===== src/rtl/scd_pkg.sv =====
// ----------------------------------------------------------------------------
// scd_pkg
// Shared constants and types for the serial command decoder: command codes,
// event codes, payload widths and sizes.
// ----------------------------------------------------------------------------
package scd_pkg;

    // sizes
    localparam int STRIP_LEN  = 32;
    localparam int TEXT_CHARS = 32;

    // strip buffer holds three color bytes per led
    localparam int STRIP_BYTES = 3 * STRIP_LEN;

    // payload widths
    localparam int BYTE_W  = 8;
    localparam int INDEX_W = 7;
    localparam int TEXT_W  = 5;
    localparam int COUNT_W = 7;
    localparam int SCROLL_W = 4;
    localparam int EVENT_W = 4;
    localparam int OUT_DATA_W = 40;

    // received command bytes
    localparam logic [BYTE_W-1:0] CODE_ESC   = 8'h1b;
    localparam logic [BYTE_W-1:0] MODE_IDLE  = 8'h00;
    localparam logic [BYTE_W-1:0] MODE_RELAY = 8'h11;
    localparam logic [BYTE_W-1:0] MODE_LIGHT = 8'h12;
    localparam logic [BYTE_W-1:0] MODE_TEXT  = 8'h02;
    localparam logic [BYTE_W-1:0] MODE_FILL  = 8'h13;
    localparam logic [BYTE_W-1:0] MODE_STRIP = 8'h01;
    localparam logic [BYTE_W-1:0] CHAR_ONE   = 8'h31;
    localparam logic [BYTE_W-1:0] CHAR_ZERO  = 8'h30;

    // input item kinds
    localparam logic ACT_BYTE = 1'b0;
    localparam logic ACT_TICK = 1'b1;

    // scroll pattern
    localparam logic [SCROLL_W-1:0] SCROLL_FIRST = 4'b0001;
    localparam logic [SCROLL_W-1:0] SCROLL_LAST  = 4'b1000;

    // result event codes
    typedef enum logic [EVENT_W-1:0] {
        EV_NONE        = 4'd0,
        EV_RELAY_ARM   = 4'd1,
        EV_RELAY_OFF   = 4'd2,
        EV_BACKLIGHT   = 4'd3,
        EV_TEXT_CHAR   = 4'd4,
        EV_TEXT_DONE   = 4'd5,
        EV_COLOR_PART  = 4'd6,
        EV_FILL        = 4'd7,
        EV_STRIP_BYTE  = 4'd8,
        EV_DRAW        = 4'd9,
        EV_UNKNOWN     = 4'd10,
        EV_TICK        = 4'd11
    } t_event;

endpackage


===== src/rtl/serial_command_decoder.sv =====
// ----------------------------------------------------------------------------
// serial_command_decoder
// Decodes received serial bytes into relay, backlight, text and led strip
// events, and runs the scroll leds and relay timer on periodic ticks.
// ----------------------------------------------------------------------------
// One input item (a received byte, or a tick when s_axis_tuser is set) gives
// exactly one result item. Items are taken one per clock cycle: the decode and
// state update is a single pass of logic from the mode state and the incoming
// item into one result register, and the result register decouples the two
// sides, so a new item is taken whenever the result register is empty or its
// result is being taken in the same cycle. The result becomes valid in the
// cycle after the input transfer. Text and strip bytes leave as indexed
// writes; the block stores none of them.
module serial_command_decoder
    import scd_pkg::*;
(
    input  logic                  i_clk,
    input  logic                  i_rst_n,
    // input stream
    input  logic                  s_axis_tvalid,
    output logic                  s_axis_tready,
    input  logic [BYTE_W-1:0]     s_axis_tdata,   // [7:0] rx_byte
    input  logic [0:0]            s_axis_tuser,   // [0] action
    // result stream
    output logic                  m_axis_tvalid,
    input  logic                  m_axis_tready,
    // [6:0] index, [14:7] value, [22:15] red, [30:23] green, [31] relay_out,
    // [32] lamps_out, [33] backlight_out, [37:34] scroll_leds,
    // [38] refresh_display, [39] zero
    output logic [OUT_DATA_W-1:0] m_axis_tdata,
    output logic [EVENT_W-1:0]    m_axis_tuser    // [3:0] event_res
);

    // decoder state
    logic [BYTE_W-1:0]   r_mode, n_mode;
    logic [TEXT_W-1:0]   r_text_count, n_text_count;
    logic [INDEX_W-1:0]  r_strip_index, n_strip_index;
    logic [BYTE_W-1:0]   r_red, n_red;
    logic [BYTE_W-1:0]   r_green, n_green;
    logic [COUNT_W-1:0]  r_relay_count, n_relay_count;
    logic                r_set_pend, n_set_pend;
    logic                r_rel_pend, n_rel_pend;
    logic                r_text_pend, n_text_pend;
    logic                r_relay, n_relay;
    logic                r_lamp, n_lamp;
    logic                r_backlight, n_backlight;
    logic [SCROLL_W-1:0] r_scroll, n_scroll;

    // result register
    logic                  r_out_valid;
    logic [OUT_DATA_W-1:0] r_out_data;
    t_event                r_out_event;

    // next result fields
    t_event              n_event;
    logic [INDEX_W-1:0]  n_index;
    logic [BYTE_W-1:0]   n_value;
    logic [BYTE_W-1:0]   n_out_red;
    logic [BYTE_W-1:0]   n_out_green;
    logic                n_refresh;

    logic                w_accept;
    logic [TEXT_W:0]     w_text_next;
    logic [COUNT_W-1:0]  w_count_dec;
    logic [BYTE_W-1:0]   w_byte;

    // handshake: take an item when the result slot is free or draining
    assign s_axis_tready = !r_out_valid || m_axis_tready;
    assign w_accept      = s_axis_tvalid && s_axis_tready;
    assign w_byte        = s_axis_tdata;
    assign w_text_next   = {1'b0, r_text_count} + (TEXT_W+1)'(1);
    assign w_count_dec   = r_relay_count - COUNT_W'(1);

    // decode and state update for one item
    always_comb begin
        n_mode        = r_mode;
        n_text_count  = r_text_count;
        n_strip_index = r_strip_index;
        n_red         = r_red;
        n_green       = r_green;
        n_relay_count = r_relay_count;
        n_set_pend    = r_set_pend;
        n_rel_pend    = r_rel_pend;
        n_text_pend   = r_text_pend;
        n_relay       = r_relay;
        n_lamp        = r_lamp;
        n_backlight   = r_backlight;
        n_scroll      = r_scroll;
        n_event       = EV_NONE;
        n_index       = '0;
        n_value       = '0;
        n_out_red     = '0;
        n_out_green   = '0;
        n_refresh     = 1'b0;

        if (s_axis_tuser[0] == ACT_TICK) begin
            // rotate scroll leds
            if (r_scroll == SCROLL_LAST) begin
                n_scroll = SCROLL_FIRST;
            end else begin
                n_scroll = {r_scroll[SCROLL_W-2:0], 1'b0};
            end
            // relay timer, lamps blink while it runs
            if (r_relay_count != '0) begin
                n_relay_count = w_count_dec;
                if (w_count_dec == '0) begin
                    n_rel_pend = 1'b1;
                end else begin
                    n_lamp = !r_lamp;
                end
            end
            // completed text frame
            if (r_text_pend) begin
                n_refresh   = 1'b1;
                n_text_pend = 1'b0;
            end
            // pending relay set, then release
            if (r_set_pend) begin
                n_relay    = 1'b1;
                n_lamp     = 1'b1;
                n_set_pend = 1'b0;
            end
            if (n_rel_pend) begin
                n_relay       = 1'b0;
                n_lamp        = 1'b0;
                n_rel_pend    = 1'b0;
                n_relay_count = '0;
            end
            n_event = EV_TICK;
        end else if (w_byte == CODE_ESC) begin
            // escape returns to command select only
            n_mode = MODE_IDLE;
        end else begin
            unique case (r_mode)
                MODE_IDLE: begin
                    n_mode = w_byte;
                end
                MODE_RELAY: begin
                    if (w_byte != '0 && !w_byte[BYTE_W-1]) begin
                        n_relay_count = w_byte[COUNT_W-1:0];
                        n_set_pend    = 1'b1;
                        n_rel_pend    = 1'b0;
                        n_event       = EV_RELAY_ARM;
                    end else begin
                        n_rel_pend = 1'b1;
                        n_set_pend = 1'b0;
                        n_event    = EV_RELAY_OFF;
                    end
                    n_mode = MODE_IDLE;
                end
                MODE_LIGHT: begin
                    if (w_byte == CHAR_ONE) begin
                        n_backlight = 1'b1;
                    end else if (w_byte == CHAR_ZERO) begin
                        n_backlight = 1'b0;
                    end
                    n_event = EV_BACKLIGHT;
                    n_mode  = MODE_IDLE;
                end
                MODE_TEXT: begin
                    n_index = INDEX_W'(r_text_count);
                    n_value = w_byte;
                    if (w_text_next >= (TEXT_W+1)'(TEXT_CHARS)) begin
                        n_mode       = MODE_IDLE;
                        n_text_count = '0;
                        n_text_pend  = 1'b1;
                        n_event      = EV_TEXT_DONE;
                    end else begin
                        n_text_count = w_text_next[TEXT_W-1:0];
                        n_event      = EV_TEXT_CHAR;
                    end
                end
                MODE_FILL: begin
                    // red, green, then blue fills the strip
                    n_value = w_byte;
                    if (r_strip_index == INDEX_W'(0)) begin
                        n_red         = w_byte;
                        n_strip_index = INDEX_W'(1);
                        n_event       = EV_COLOR_PART;
                    end else if (r_strip_index == INDEX_W'(1)) begin
                        n_green       = w_byte;
                        n_strip_index = INDEX_W'(2);
                        n_event       = EV_COLOR_PART;
                    end else begin
                        n_out_red     = r_red;
                        n_out_green   = r_green;
                        n_mode        = MODE_IDLE;
                        n_strip_index = '0;
                        n_event       = EV_FILL;
                    end
                end
                MODE_STRIP: begin
                    if (r_strip_index < INDEX_W'(STRIP_BYTES)) begin
                        n_index       = r_strip_index;
                        n_value       = w_byte;
                        n_strip_index = r_strip_index + INDEX_W'(1);
                        n_event       = EV_STRIP_BYTE;
                    end else begin
                        // buffer full: this byte draws the strip
                        n_mode        = MODE_IDLE;
                        n_strip_index = '0;
                        n_event       = EV_DRAW;
                    end
                end
                default: begin
                    n_mode  = MODE_IDLE;
                    n_event = EV_UNKNOWN;
                end
            endcase
        end
    end

    // state registers
    always_ff @(posedge i_clk) begin
        if (!i_rst_n) begin
            r_mode        <= MODE_IDLE;
            r_text_count  <= '0;
            r_strip_index <= '0;
            r_red         <= '0;
            r_green       <= '0;
            r_relay_count <= '0;
            r_set_pend    <= 1'b0;
            r_rel_pend    <= 1'b0;
            r_text_pend   <= 1'b0;
            r_relay       <= 1'b0;
            r_lamp        <= 1'b0;
            r_backlight   <= 1'b1;
            r_scroll      <= SCROLL_FIRST;
        end else if (w_accept) begin
            r_mode        <= n_mode;
            r_text_count  <= n_text_count;
            r_strip_index <= n_strip_index;
            r_red         <= n_red;
            r_green       <= n_green;
            r_relay_count <= n_relay_count;
            r_set_pend    <= n_set_pend;
            r_rel_pend    <= n_rel_pend;
            r_text_pend   <= n_text_pend;
            r_relay       <= n_relay;
            r_lamp        <= n_lamp;
            r_backlight   <= n_backlight;
            r_scroll      <= n_scroll;
        end
    end

    // result valid flag
    always_ff @(posedge i_clk) begin
        if (!i_rst_n) begin
            r_out_valid <= 1'b0;
        end else if (w_accept) begin
            r_out_valid <= 1'b1;
        end else if (m_axis_tready) begin
            r_out_valid <= 1'b0;
        end
    end

    // result payload
    always_ff @(posedge i_clk) begin
        if (w_accept) begin
            r_out_event <= n_event;
            r_out_data  <= {1'b0, n_refresh, n_scroll, n_backlight, n_lamp, n_relay,
                            n_out_green, n_out_red, n_value, n_index};
        end
    end

    assign m_axis_tvalid = r_out_valid;
    assign m_axis_tdata  = r_out_data;
    assign m_axis_tuser  = r_out_event;

    // scroll leds always show exactly one lit led
    a_scroll_onehot: assert property (@(posedge i_clk) disable iff (!i_rst_n)
        $onehot(r_scroll))
        else $error("scroll pattern lost its one-hot form");

    // a display refresh is only flagged on a tick result
    a_refresh_on_tick: assert property (@(posedge i_clk) disable iff (!i_rst_n)
        (m_axis_tvalid && m_axis_tuser != EV_TICK) |-> !m_axis_tdata[38])
        else $error("refresh flagged on a byte result");

    // after a tick no relay action is left pending unless a set arrived since
    a_tick_clears_pending: assert property (@(posedge i_clk) disable iff (!i_rst_n)
        (w_accept && s_axis_tuser[0] == ACT_TICK) |=> (!r_set_pend && !r_rel_pend))
        else $error("relay action still pending after a tick");

    // strip counter never passes the full buffer
    a_strip_bound: assert property (@(posedge i_clk) disable iff (!i_rst_n)
        r_strip_index <= INDEX_W'(STRIP_BYTES))
        else $error("strip index beyond buffer length");

endmodule

===== config.mk =====
export PLATFORM = sky130hd
export DESIGN_NAME = serial_command_decoder
export DESIGN_NICKNAME = d
export VERILOG_FILES = /design/src/rtl/scd_pkg.sv /design/src/rtl/serial_command_decoder.sv
export SDC_FILE = /design/constraint.sdc
export NUM_CORES = 1
export LEC_CHECK = 0
export ABC_AREA = 1
export BUFFER_PORTS_ARGS = -buffer_cell sky130_fd_sc_hd__buf_2
export CORE_MARGIN = 5
export CORE_UTILIZATION = 44
export DETAILED_ROUTE_END_ITERATION = 10
export GPL_TIMING_DRIVEN = 0
export PLACE_DENSITY = 0.66
export REMOVE_ABC_BUFFERS = 1
export SLEW_MARGIN = 15
export SYNTH_ARGS = -nofsm -noshare
export SYNTH_HDL_FRONTEND = slang
export SYNTH_SLANG_ARGS = --single-unit

===== constraint.sdc =====
create_clock -name i_clk -period 3.1 [get_ports i_clk]
set_clock_uncertainty 0.15 [all_clocks]
set_input_delay 0.155 -clock i_clk [delete_from_list [all_inputs] [get_ports i_clk]]
set_output_delay 0.155 -clock i_clk [all_outputs]
set_load 0.01 [all_outputs]

### Yosys cells after proc, flatten, opt, wreduce, memory -nomap -nowiden

Index checks and enable logic that the tools add are counted.
W data, S select, Z words.

| storage, ports and cells | value |
|---|---|
| bits in registers | 97 |
| bits in latches | 0 |
| bits in writable memories | 0 |
| bits in read-only memories | 0 |
| input port bits | 13 |
| output and inout port bits | 46 |
| memories kept | 0 |

| cells by class | value |
|---|---|
| add/sub/neg operators | 3 |
| multiply operators | 0 |
| div/mod/pow operators | 0 |
| $lt $le $gt $ge | 2 |
| eq/ne operators | 16 |
| shift-type cells | 0 |
| multiplexer cells | 61 |
| bitwise operators | 4 |
| reduce and logical (&&, ||, !) cells | 28 |

Operators with widths:

| kind | number |
|---|---|
| $mux W7 | 8 |
| $mux W8 | 6 |
| $mux W1 | 35 |
| $eq A8 B5 Y1 const B | 4 |
| $pmux W8 S4 | 1 |
| $pmux W7 S2 | 2 |
| $pmux W4 S6 | 1 |
| $eq A8 B6 Y1 const B | 2 |
| $pmux W8 S2 | 1 |
| $logic_not A7 Y1 | 2 |
| $mux W4 | 3 |
| $ne A3 B3 Y1 const B | 4 |
| $reduce_and A4 Y1 | 3 |
| $reduce_and A6 Y1 | 2 |
| $reduce_bool A2 Y1 | 6 |
| $reduce_and A5 Y1 | 2 |
| $eq A8 B1 Y1 const B | 1 |
| $eq A8 B2 Y1 const B | 1 |
| $logic_not A8 Y1 | 1 |
| $reduce_bool A8 Y1 | 1 |
| $add A7 B1 Y7 const B | 1 |
| $eq A7 B1 Y1 const B | 1 |
| $lt A7 B7 Y1 const B | 1 |
| $reduce_bool A7 Y1 | 1 |
| other kinds (15) | 24 |

### Longest topological paths before layout

| logic depth | value |
|---|---|
| word-level depth | 7 |
| depth in mapped cells | 14 |
| mapped depth without buffers | 14 |

### Worst setup path before layout

Ideal clock, no wire load.

| timing | value |
|---|---|
| path kind | register to register |
| start | register r_out_valid, in the netlist m_axis_tvalid |
| end | register r_lamp |
| library setup time | 0.114 ns |
| arrival time | 2.345 ns |
| data required time | 2.836 ns |
| slack | 0.491 ns |
| cell stages (with the launch flop) | 8 |
| path buffers | 1 |
| clock period less this slack | 2.609 ns |
| cell sequence | dfxtp_1 -> nand2_1 -> nand2_1 -> inv_1 -> clkbuf_1 -> nand2_1 -> nand3_1 -> nand2_1 |

| between the ends | value |
|---|---|
| cells in the longest elaborated chain, start to end | 3 |

Ends and longest elaborated chain:

| what | RTL line | source |
|---|---|---|
| start, declared | serial_command_decoder.sv:50 | `logic r_out_valid;` |
| start signal, assigned | serial_command_decoder.sv:249 | `r_out_valid <= 1'b0;` |
| start signal, assigned | serial_command_decoder.sv:251 | `r_out_valid <= 1'b1;` |
| start signal, assigned | serial_command_decoder.sv:253 | `r_out_valid <= 1'b0;` |
| $logic_not A1 Y1 | serial_command_decoder.sv:68 | `assign s_axis_tready = !r_out_valid \|\| m_axis_tready;` |
| $logic_or A1 B1 Y1 | serial_command_decoder.sv:68 |  |
| net s_axis_tready | serial_command_decoder.sv:21 | `output logic s_axis_tready,` |
| $logic_and A1 B1 Y1 | serial_command_decoder.sv:69 | `assign w_accept = s_axis_tvalid && s_axis_tready;` |
| net w_accept | serial_command_decoder.sv:62 | `logic w_accept;` |
| end signal, assigned | serial_command_decoder.sv:240 | `r_lamp <= n_lamp;` |
| end, declared | serial_command_decoder.sv:45 | `logic r_lamp, n_lamp;` |

The timed path passes the listed nets, and every way through them passes these cells.
A chain may end at the register's enable or synchronous reset.

### Worst setup path after layout

| timing | value |
|---|---|
| start | input port m_axis_tready |
| end | register r_relay_count[4] |

| between the ends | value |
|---|---|
| cells in the longest elaborated chain, start to end | 3 |

Ends and longest elaborated chain:

| what | RTL line | source |
|---|---|---|
| start, declared | serial_command_decoder.sv:26 | `input logic m_axis_tready,` |
| $logic_or A1 B1 Y1 | serial_command_decoder.sv:68 |  |
| $logic_and A1 B1 Y1 | serial_command_decoder.sv:69 |  |
| $reduce_and A5 Y1 (no source line) | - |  |
| end signal, assigned | serial_command_decoder.sv:235 | `r_relay_count <= n_relay_count;` |
| end, declared | serial_command_decoder.sv:40 | `logic [COUNT_W-1:0] r_relay_count, n_relay_count;` |

No other way between the ends.

==> reports/results.ini <==
[outcome]
status=completed

[drt]
dr.first_iter.drc_count=259
routedWlPerCell_microns=13.7
drcViolationCount=0
first_pass_iters=4
wl_microns=10500
ant_nets=0
vias=3893
viasPerCell=5.04

[synth]
ys_ff_latch=97
synthTopCellsByCount=nand2_1 (94), inv_1 (76), nor2_1 (74)
syn_inst=572
synth_area_leaders=edfxtp_1 (27%), dfxtp_1 (23%), nand2_1 (7.4%)
seq_area_frac_synth=0.497
yosysTopAreaCellShare=0.271
ys.flop_type=dfxtp_1
yosys.area.top_type=edfxtp_1
yosysWarnings=0
synth.avg_cell_area_sq_um=8.34
syn_area_sq_mm=0.00477
synth.distinct_cells=42
synth.most_common_cell=nand2_1
synth_edf_count=43
async_flop_share=0

[power_and_ir_drop]
p_leak_nw=2.26
cellPowerDensity_mw_per_mm2=486
ir_worst_vdd_mv=0.267

[sta]
setup_tns_ns=0
rsz0062_at_grt=no
min_period_ns=2.69
hold_violations=0
fmax_mhz=372
period_share=0.868
slew_headroom=0.408
layout_setup_ws_ns=0.409
setup_viol=0
hold-worst-slack_ns=0.0198
maxSlewViolCount=0
tightest_slew_ns=0.887

[grt]
overflow=0
grt_pass1_wl_microns=17400
grt_max_degree=40
antenna_found_initial=0
grt_use_total=0.167
grt_pass1_vias=3660

[clocking]
clk_pin_slew_ns=0.10
cts_buffers=9
post-cts-setup-buffer-count=0
cts_tree=yes
cts_root_buf=clkbuf_8
clock_latency_ns=0.37
cts_sinks=97
htreeDepth=3
clk_path_buf_depth=2

[placed_design]
gp_congestion=0.817
port_buffers=57
dp_hpwl_microns=7440
pre_cts_ws_ns=0.533

[floorplanning]
ios=59
die_h_microns=114
core_area_sq_mm=0.0107
dieArea_sq_mm=0.0130
num_rows=38
initial_core_util=0.444
die_w_microns=114

[hold_path]
min_path_type=primary input to register

[critical_path]
critical_path_arrival_ns=2.82
cp-start-kind=primary input
critPathRequiredTime_ns=3.23
cp_max_fo=39
criticalPathCategory=primary input to register
cp-end-kind=register

[finish]
area_growth_pct=13.0
nFillCells=1051
drive_gt1_frac=0.204
insertedDiodeCount=0
final_nets=647

[run]
cap_violations=0

==> worst paths after layout <==
| check | startpoint | to | slack [ns] | cells after the start |
|---|---|---|---|---|
| setup / recovery | m_axis_tready | r_relay_count[4] | 0.41 | 12 |
| hold / removal | s_axis_tdata[7] | r_red[7] | 0.02 | 3 |
| hold reg to reg | r_green[3] | r_green[3] | 0.31 | 2 |
| setup reg to reg | m_axis_tvalid | r_relay_count[4] | 0.51 | 9 |
==> layer usage <==
layer / share of wire / vias up / routed length, microns / global-route usage
li1: - / 1978 / - / -
met1: 0.45 / 1796 / 4690 / 0.219
met2: 0.47 / 103 / 4960 / 0.271
met3: 0.062 / 16 / 656 / 0.0349
met4: 0.022 / 0 / 227 / 0.0649
met5: 0 / - / 0 / 0
==> area by class of cell <==
class,instances,area [sq um],share of cell area
Tap cell,140,175,0.0325
Multi-Input combinational cell,374,1990,0.369
Sequential cell,97,2370,0.440
Clock inverter,6,72.6,0.0135
Inverter,83,312,0.0578
Clock buffer,10,128,0.0237
Timing Repair Buffer,62,345,0.0641
==> flip-flops by register name, indices dropped and copies added, names as in the netlist <==
| name | flops |
|---|---|
| m_axis_tdata | 39 |
| m_axis_tuser | 4 |
| m_axis_tvalid | 1 |
| r_backlight | 1 |
| r_green | 8 |
| r_lamp | 1 |
| r_mode | 8 |
| r_red | 8 |
| r_rel_pend | 1 |
| r_relay | 1 |
| r_relay_count | 7 |
| r_scroll | 4 |
| r_set_pend | 1 |
| r_strip_index | 7 |
| r_text_count | 5 |
| r_text_pend | 1 |
==> power by group <==
group,internal [mW],switching (mW)
Clock,0.385,0.458
Combinational,0.122,0.240
Sequential,1.39,0.0274
==> cell usage in the layout (no fill, tap or decap), types with 2 or more instances in the layout <==
cell | netlist | final
nand2_1 | 94 | 94
inv_1 | 76 | 75
nor2_1 | 74 | 74
buf_2 | 6 | 57
dfxtp_1 | 54 | 54
a21oi_1 | 44 | 44
edfxtp_1 | 43 | 43
nand3_1 | 36 | 36
o21ai_0 | 22 | 22
nand2_2 | 13 | 13
nor3_1 | 13 | 13
nand4_1 | 12 | 12
nor2_2 | 9 | 9
clkbuf_8 | 0 | 9
inv_2 | 6 | 7
ha_1 | 7 | 7
nor2_4 | 6 | 6
o21ai_1 | 6 | 6
nand3_2 | 5 | 5
nor3_2 | 5 | 5
o22ai_1 | 4 | 4
dlygate4sd3_1 | 0 | 4
a31oi_1 | 3 | 3
xor2_1 | 3 | 3
nand3b_1 | 2 | 2
nand4_4 | 2 | 2
nand2_4 | 2 | 2
inv_6 | 0 | 2
==> repair_timing <==
item	CTS	global route
hold buffers	4	0
setup endpoints to repair	0	0
hold endpoints to repair	4	0
resized for setup	0	0
==> metrics by stage <==
stage / power, mW / area [sq um] / cells / util
floorplan: 1.69 / 4670 / 554 / -
global placement: 1.79 / 5130 / 751 / 0.478
detailed placement: 1.80 / 5150 / 752 / 0.479
CTS: 2.64 / 5390 / 772 / 0.502
global route: 2.76 / 5390 / 772 / 0.502
finish: 2.62 / 5390 / 772 / 0.502
==> worst max-delay path, cell delays in order <==
cell           delay [ns]
dlygate4sd3_1        0.52
buf_2                0.10
inv_1                0.03
nand2_1              0.07
nand2_1              0.34
inv_2                0.49
buf_12               0.28
o211ai_2             0.20
nor2_4               0.34
nand3_1              0.15
nand2_1              0.08
inv_1                0.04
==> kinds of logic (layout without fill, tap and decap cells) <==
group / after synthesis / after routing / share of synthesized area
other: 1 / 1 / 0.000786
adders and majority gates: 7 / 7 / 0.0184
AOI/OAI and AO/OA: 87 / 87 / 0.101
DFF: 97 / 97 / 0.497
buffers and inverters: 101 / 161 / 0.0865
xor gates and xnor gates: 3 / 3 / 0.00551
and+or+nand+nor: 276 / 276 / 0.291
Power figures use the tool's default switching activity.
